`config.mk`:
```
export PLATFORM = sky130hd
export DESIGN_NAME = input_restricted_deque
export DESIGN_NICKNAME = d
export VERILOG_FILES = /design/src/rtl/core/idq_pkg.sv /design/src/rtl/core/idq_ram.sv /design/src/rtl/core/input_restricted_deque.sv
export SDC_FILE = /design/constraint.sdc
export NUM_CORES = 1
export LEC_CHECK = 0
export BUFFER_PORTS_ARGS = -buffer_cell sky130_fd_sc_hd__buf_2
export CORE_MARGIN = 4
export CORE_UTILIZATION = 45
export DETAILED_ROUTE_END_ITERATION = 7
export PLACE_DENSITY = 0.62
export SYNTH_ARGS = -nofsm -noshare
export SYNTH_HDL_FRONTEND = slang
export SYNTH_HIERARCHICAL = 1
export SYNTH_SLANG_ARGS = --single-unit
```
`constraint.sdc`:
```
create_clock -name i_clk -period 4.8 [get_ports i_clk]
set_clock_uncertainty 0.05 [all_clocks]
set_input_delay 0.96 -clock i_clk [delete_from_list [all_inputs] [get_ports i_clk]]
set_output_delay 0.96 -clock i_clk [all_outputs]
set_load 0.01 [all_outputs]
```
`src/rtl/core/idq_pkg.sv`:
```
package idq_pkg;

    localparam int DEPTH  = 16;
    localparam int IDX_W  = $clog2(DEPTH);
    localparam int CNT_W  = $clog2(DEPTH + 1);
    localparam int CAP_W  = 5;
    localparam int DATA_W = 32;

    typedef enum logic [1:0] {
        ACT_INSERT    = 2'd0,
        ACT_DEL_FRONT = 2'd1,
        ACT_DEL_REAR  = 2'd2,
        ACT_TRAVERSE  = 2'd3
    } t_action;

    typedef enum logic [1:0] {
        ST_OK        = 2'd0,
        ST_OVERFLOW  = 2'd1,
        ST_UNDERFLOW = 2'd2,
        ST_RSVD      = 2'd3
    } t_status;

endpackage

```
`src/rtl/core/idq_ram.sv`:
```
module idq_ram #(
    parameter int DATA_W = 32,
    parameter int ADDR_W = 4
) (
    input  logic              i_clk,
    input  logic              i_we,
    input  logic [ADDR_W-1:0] i_waddr,
    input  logic [DATA_W-1:0] i_wdata,
    input  logic              i_re,
    input  logic [ADDR_W-1:0] i_raddr,
    output logic [DATA_W-1:0] o_rdata
);

    logic [DATA_W-1:0] r_mem [2**ADDR_W];
    logic [DATA_W-1:0] r_rdata;

    always_ff @(posedge i_clk) begin
        if (i_we) begin
            r_mem[i_waddr] <= i_wdata;
        end
        if (i_re) begin
            r_rdata <= r_mem[i_raddr];
        end
    end

    assign o_rdata = r_rdata;

endmodule

```
`src/rtl/core/input_restricted_deque.sv`:
```
// Channel   Direction  tdata            tuser           tlast
// s_axis    in         value[31:0]      action[1:0]     -
// m_axis    out        data[31:0]       status[1:0]     last
// cfg       in         i_cfg_wdata = capacity[4:0], written when i_cfg_wen is high
//
// Insert and failed requests: the result is registered in the output register in the cycle after acceptance.
// Delete: one read of the slot memory; the result passes the memory read register, then the output register.
// Traverse: each held entry takes a memory read, then the output register; the next read waits for a free output.
// A new request is taken only when the previous one is done and the output is free.
// i_rst_n is synchronous; reset empties the queue and sets capacity to 16.
// A stalled m_axis holds the result and the traverse walk.
module input_restricted_deque
    import idq_pkg::*;
(
    input  logic              i_clk,
    input  logic              i_rst_n,
    input  logic              i_cfg_wen,
    input  logic [CAP_W-1:0]  i_cfg_wdata,
    input  logic              s_axis_tvalid,
    output logic              s_axis_tready,
    input  logic [DATA_W-1:0] s_axis_tdata,   // [31:0] value
    input  logic [1:0]        s_axis_tuser,   // [1:0] action
    output logic              m_axis_tvalid,
    input  logic              m_axis_tready,
    output logic [DATA_W-1:0] m_axis_tdata,   // [31:0] data
    output logic [1:0]        m_axis_tuser,   // [1:0] status
    output logic              m_axis_tlast
);

    typedef enum logic [2:0] {
        S_IDLE = 3'b001,
        S_READ = 3'b010,
        S_TRAV = 3'b100
    } t_state;

    t_state            r_state, n_state;
    logic [CNT_W-1:0]  r_cap, n_cap;
    logic [IDX_W-1:0]  r_head, n_head;
    logic [IDX_W-1:0]  r_tail, n_tail;
    logic [CNT_W-1:0]  r_occ, n_occ;
    logic [IDX_W-1:0]  r_walk, n_walk;
    logic [CNT_W-1:0]  r_left, n_left;
    logic              r_rd_last, n_rd_last;
    logic              r_out_valid, n_out_valid;
    logic [DATA_W-1:0] r_out_data, n_out_data;
    t_status           r_out_status, n_out_status;
    logic              r_out_last, n_out_last;

    logic              mem_we;
    logic [IDX_W-1:0]  mem_waddr;
    logic              mem_re;
    logic [IDX_W-1:0]  mem_raddr;
    logic [DATA_W-1:0] mem_rdata;
    logic              out_free;
    logic              accept;
    t_action           act;

    function automatic logic [IDX_W-1:0] idx_inc(logic [IDX_W-1:0] idx,
                                                  logic [CNT_W-1:0] cap);
        logic [CNT_W-1:0] nxt;
        nxt = {1'b0, idx} + CNT_W'(1);
        return (nxt == cap) ? '0 : nxt[IDX_W-1:0];
    endfunction

    function automatic logic [CNT_W-1:0] cap_sat(logic [CAP_W-1:0] w);
        if (w == '0) begin
            return CNT_W'(1);
        end else if (int'(w) > DEPTH) begin
            return CNT_W'(DEPTH);
        end
        return CNT_W'(w);
    endfunction

    idq_ram #(
        .DATA_W (DATA_W),
        .ADDR_W (IDX_W)
    ) u_ram (
        .i_clk   (i_clk),
        .i_we    (mem_we),
        .i_waddr (mem_waddr),
        .i_wdata (s_axis_tdata),
        .i_re    (mem_re),
        .i_raddr (mem_raddr),
        .o_rdata (mem_rdata)
    );

    assign out_free      = !r_out_valid || m_axis_tready;
    assign s_axis_tready = (r_state == S_IDLE) && out_free;
    assign accept        = s_axis_tvalid && s_axis_tready;
    assign act           = t_action'(s_axis_tuser);

    always_comb begin
        n_state      = r_state;
        n_cap        = r_cap;
        n_head       = r_head;
        n_tail       = r_tail;
        n_occ        = r_occ;
        n_walk       = r_walk;
        n_left       = r_left;
        n_rd_last    = r_rd_last;
        n_out_valid  = r_out_valid && !m_axis_tready;
        n_out_data   = r_out_data;
        n_out_status = r_out_status;
        n_out_last   = r_out_last;
        mem_we       = 1'b0;
        mem_waddr    = '0;
        mem_re       = 1'b0;
        mem_raddr    = r_head;

        unique case (r_state)
            S_IDLE: begin
                if (accept) begin
                    n_out_data = '0;
                    n_out_last = 1'b1;
                    if (act == ACT_INSERT) begin
                        n_out_valid = 1'b1;
                        if (r_occ >= r_cap) begin
                            n_out_status = ST_OVERFLOW;
                        end else begin
                            n_out_status = ST_OK;
                            mem_we       = 1'b1;
                            n_occ        = r_occ + CNT_W'(1);
                            if (r_occ == '0) begin
                                n_head    = '0;
                                n_tail    = '0;
                                mem_waddr = '0;
                            end else begin
                                n_tail    = idx_inc(r_tail, r_cap);
                                mem_waddr = n_tail;
                            end
                        end
                    end else if (r_occ == '0) begin
                        n_out_valid  = 1'b1;
                        n_out_status = ST_UNDERFLOW;
                    end else begin
                        mem_re    = 1'b1;
                        n_state   = S_READ;
                        n_rd_last = 1'b1;
                        unique case (act)
                            ACT_DEL_FRONT: begin
                                mem_raddr = r_head;
                                n_head    = idx_inc(r_head, r_cap);
                                n_occ     = r_occ - CNT_W'(1);
                            end
                            ACT_DEL_REAR: begin
                                mem_raddr = r_tail;
                                n_tail    = (r_tail == '0) ? IDX_W'(r_cap - CNT_W'(1))
                                                           : r_tail - IDX_W'(1);
                                n_occ     = r_occ - CNT_W'(1);
                            end
                            default: begin
                                mem_raddr = r_head;
                                n_walk    = idx_inc(r_head, r_cap);
                                n_left    = r_occ - CNT_W'(1);
                                n_rd_last = (r_occ == CNT_W'(1));
                            end
                        endcase
                    end
                end
            end
            S_READ: begin
                n_out_valid  = 1'b1;
                n_out_data   = mem_rdata;
                n_out_status = ST_OK;
                n_out_last   = r_rd_last;
                n_state      = r_rd_last ? S_IDLE : S_TRAV;
            end
            S_TRAV: begin
                if (out_free) begin
                    mem_re    = 1'b1;
                    mem_raddr = r_walk;
                    n_walk    = idx_inc(r_walk, r_cap);
                    n_left    = r_left - CNT_W'(1);
                    n_rd_last = (r_left == CNT_W'(1));
                    n_state   = S_READ;
                end
            end
            default: begin
                n_state = S_IDLE;
            end
        endcase

        if (i_cfg_wen) begin
            n_cap  = cap_sat(i_cfg_wdata);
            n_head = '0;
            n_tail = '0;
            n_occ  = '0;
        end
    end

    always_ff @(posedge i_clk) begin
        if (!i_rst_n) begin
            r_state     <= S_IDLE;
            r_cap       <= CNT_W'(DEPTH);
            r_head      <= '0;
            r_tail      <= '0;
            r_occ       <= '0;
            r_out_valid <= 1'b0;
        end else begin
            r_state     <= n_state;
            r_cap       <= n_cap;
            r_head      <= n_head;
            r_tail      <= n_tail;
            r_occ       <= n_occ;
            r_out_valid <= n_out_valid;
        end
    end

    always_ff @(posedge i_clk) begin
        r_walk       <= n_walk;
        r_left       <= n_left;
        r_rd_last    <= n_rd_last;
        r_out_data   <= n_out_data;
        r_out_status <= n_out_status;
        r_out_last   <= n_out_last;
    end

    assign m_axis_tvalid = r_out_valid;
    assign m_axis_tdata  = r_out_data;
    assign m_axis_tuser  = r_out_status;
    assign m_axis_tlast  = r_out_last;

endmodule

```
==> results <==
- Internal power comes to 8.614 mW.
- By startpoint and endpoint, the worst setup path is classified as flop to flop.
- Before antenna repair, the detailed router went through 5 iterations.
- The via count of the first global-routing pass is 12250.
- The total number of vias is ~12000.
- The remaining global-route overflow is 0.
- The share of the synthesized area in the top cell type is around 73%.
- The core area is between 0.05 and 0.06 mm^2.
- The worst hold-check path type is flop to flop.
- The H-tree level count is 2.
- The number of antenna violations at the first check in global routing is 4.
- Of all nets on the critical path, the largest fanout is 27.
- Dividing the final minimum period by the clock period gives between 80% and 90%.
- After synthesis, the largest family of logic cells by area is multiplexers.
- For this run, the number of standard cells in the final layout without fillers is a little over 2000.
- The depth of the worst hold-timing path is 1.
- The worst setup path is launched from a flop.
- Tracing the worst setup path back leads to its startpoint at r_occ[0].
- In this run the register-to-register setup slack is around 0.85 ns.
- The path with the worst hold slack has its endpoint at m_axis_tdata[9].
- The number of nets in the layout is between 1000 and 1500.
- Overall power consumption after layout is estimated at about 11 mW.
- Per report_power, the combinational group accounts for under 10% of the total.
- Entering global routing, the biggest net connects 35 pins.
- Of the total synthesized cell area, the portion taken by full adders, half adders and majority gates is 1.039%.
- Summing every instance area after synthesis gives 0.02409 mm^2.
- After detailed routing, the number of remaining DRC violations is 0.
- Setup violations remaining at the end of the flow were counted as 0.
- The insertion delay to the later sink of the worst-skew pair is around 0.62 ns.
- The area growth from synthesis to layout is 15.24%.
- The number of instances in the synthesized netlist is between 1000 and 1500.
- At the end of the flow the core is filled with cells to about 53%.
- After Yosys synthesis, and, or, nand and nor cells account for between 4 and 5% of the synthesized area.
- Once the floorplan was initialized, standard cells occupied 45.66% of the core.
- For this design the top-level I/O count stands at 81.
- In this run the power density over the cells is ~390 mW/mm^2.
- The cell family contributing the most delay on the critical path is simple AND/OR/NAND/NOR gates.
- At the pin with the least slew margin, the transition time is 0.6666 ns.
- STA puts the critical path data required time at roughly 5.0 ns.
- The sequential group share of total power is a little over half.
- The TritonCTS clock tree is built.
- After detailed placement, the total cell area comes to around 0.026 mm^2.
- The worst pin sits at a relative slew slack of 55.56%.
- The placer's final routability congestion estimate is between 0.8 and 0.9.
- The number of synthesized register bits is just over 600.
- The count of warnings emitted by yosys is 6.
- The chip width is 239.4 um.
- The total nets after synthesis is ~1300.
- The DRC marker count from the first detailed-route iteration is approximately 940.
- Clock tree synthesis found a total of about 600 sinks.
- The post-synthesis average cell area is 19.80 um^2.
- On the worst path, the slowest cell contributes a delay of 0.59 ns.
- The ratio of cells with drive above 1 in the final layout is 27.40%.
- The most common flop cell mapped by yosys is edfxtp_1.
- The share of power burned in the clock network is between 40% and 50%.
- After synthesis, the cell types taking the most area are edfxtp_1 (73%), mux4_2 (12%), a22oi_1 (2.0%).
- The first-pass GRT wire length is a little over 80000 um.
- The reg-to-reg critical path endpoint is u_ram/r_mem[12][0].
- The reg-to-reg startpoint is r_occ[0].
- Of the total power, the share spent switching nets is between 20% and 30%.
- Across the run, the number of max-cap violations was 0.
- The library cell used most frequently in the layout, excluding fill and tap cells, is edfxtp_1.
- The root cell of the clock tree is clkbuf_16.
- The start point of the worst min-delay path is u_ram/o_rdata[9].
- The run finished with clean final reports.
- Gates resized during post-CTS repair numbered 0.
- Based on the critical path, the design can be clocked at up to ~250 MHz.
- The smallest hold slack is between 0.4 and 0.5 ns.
- The maximum number of buffers from clock root to sink is 3.
- The post-CTS repair timing setup buffer count is 0.
- Once placement completed, the tool counted placed cells totaling between 1500 and 2000.
- Counting flops with a built-in enable in the synthesized netlist gives a little under 600.
- The number of cell instances on the worst register-to-register path is 10.
- Of the total synthesized cell area, the portion taken by XOR and XNOR cells is less than 1%.
- Together, buffers and inverters on the worst path number 2.
- For this run, the total global-route usage over all layers was measured as between 10% and 20%.
- The setup slack of the critical path after layout is between 0.8 and 0.9 ns.
- Summed over all nets, the switching power comes to 2.165 mW.
- The biggest area consumer among synthesized cells is edfxtp_1.
- Setup repair after global routing left no endpoint under its margin.
- Sequential elements use between 70% and 80% of the synthesized area.
- The number of clock buffers inserted by TritonCTS is 61.
- The total count of hold-check failures in the final report is 0.
- Summed over all cells, the static leakage comes to approximately 9 nW.
- The die is 239.4 um tall.
- After detailed routing, the number of vias per cell comes to between 5 and 6.
- The per-cell routed wire length is 26.21 um.
- The number of placement rows is 84.
- The CTS clock-pin slew for the worst setup and hold paths is 0.06 ns.
- STA classifies the critical path endpoint as a flop.
- The area of the die is 0.05730 mm^2.
- The post-route minimum period is roughly 3.9 ns.
- For this design, the CTS-stage hold fixing added 0 buffers.
- In the synthesized netlist, mux cells make up between 10% and 20% of the area.
- Of all flip-flops after synthesis, the portion carrying an async set or reset was 0%.
- Across the VDD grid, the largest voltage drop is around 0.27 mV.
- The count of port buffers added during placement is 80.
- The final instance area is 0.02776 mm^2.
- The count of filler cells inserted in the layout is ~4200.
- The antenna violation net count after detailed routing is 0.
- The total routed wirelength is about 54000 um.
- After legalization and detailed placement, the total HPWL measured about 29000 um.
- The fraction of the mapped netlist area in compound gates is roughly 4.5%.
- The number of pins exceeding their max-slew limit in the final report was 0.
- The slowest stage of the critical path is the nor3_4 cell.
- STA puts the critical path data arrival time at between 4 and 5 ns.
- The top cell types in the final layout, fill and taps aside, are edfxtp_1 (589), mux4_2 (128), buf_2 (80).
- Counting distinct cell types in the post-synthesis netlist gives between 60 and 70.
- Setup total negative slack on the finished layout was measured at 0 ns.
- The signal on the critical path passes through inv_1 > ha_1 > nand2b_4 > a2111o_1 > a21o_1 > nand4b_1 > nor2_1 > nand3_1 > nor3_4 > buf_12.
- Before CTS, the worst setup slack after placement is 0.5048 ns.
[worst register-to-register path, delay by kind of cell (launching register included)]
| kind | cells | cell delay (ns) |
|---|---|---|
| buffers and inverters | 2 | 0.48 |
| AND/OR/NAND/NOR | 5 | 1.66 |
| adder cells (fa/ha/maj) | 1 | 0.29 |
| flip-flops | 1 | 0.47 |
| AO/OA/AOI/OAI | 2 | 0.64 |
[power groups by stage]
stage          sequential, mW  combinational (mW)  clock (mW)
2_1_floorplan            6.03               0.143           0
3_3_place_gp             6.03               0.289           0
3_5_place_dp             6.03               0.298           0
4_1_cts                  5.91               0.300        4.66
5_1_grt                  5.92               0.326        4.88
6_report                 5.91               0.295        4.57
[final cells by class]
cell class                 count  area [um^2]  share of cell area [%]
inverter                      18        67.56                  0.2434
tap                          688        860.8                   3.101
timing repair buffer         126         1033                   3.723
multi-input combinational    525         5763                   20.76
antenna                        1        2.502                0.009014
clock buffer                  74         1597                   5.751
clock inverter                33        310.3                   1.118
sequential                   611        18130                   65.30
[sequential cells by signal, summed over array words and instances, names as in the netlist]
register       cells
u_ram/r_mem      512
r_rd_last          1
m_axis_tlast       1
m_axis_tuser       2
u_ram/o_rdata     32
r_left             5
m_axis_tdata      32
r_head             4
r_walk             4
r_state            3
m_axis_tvalid      1
r_cap              5
r_occ              5
r_tail             4
[worst max-delay path by stage]
stage,end,slack [ns],cells past startpoint
floorplan,u_ram/r_mem[1][0],0.51,7
detailed placement,u_ram/o_rdata[26],0.50,10
finish,u_ram/r_mem[12][0],0.85,10
global placement,u_ram/o_rdata[26],0.61,10
CTS,u_ram/r_mem[12][0],0.84,10
global route,u_ram/r_mem[12][0],0.61,9
[synth_stat cells, types with 17 or more instances]
master,instances
a21oi_1,17
a22oi_1,65
and2_1,40
clkbuf_1,29
dfxtp_1,22
edfxtp_1,589
ha_1,20
inv_1,18
mux4_2,128
nand2_1,54
nor2_1,37
o21ai_0,17
[layer usage]
| metal | share of wire [%] | wire [um] | global-route usage [%] |
|---|---|---|---|
| met1 | 42 | 22940 | 26.63 |
| met2 | 50 | 27150 | 31.69 |
| met3 | 6.1 | 3340 | 4.030 |
| met4 | 1.8 | 963 | 4.204 |
| met5 | 0.050 | 27 | 0 |
[cells by family after synthesis]
family                   Yosys count
AND/OR/NAND/NOR                  201
flip-flops                       611
AO/OA/AOI/OAI                    148
buffers and inverters             81
multiplexers                     132
adder cells (fa/ha/maj)           20
XOR/XNOR                          24
No activity file was read; power rests on OpenSTA's default activity.
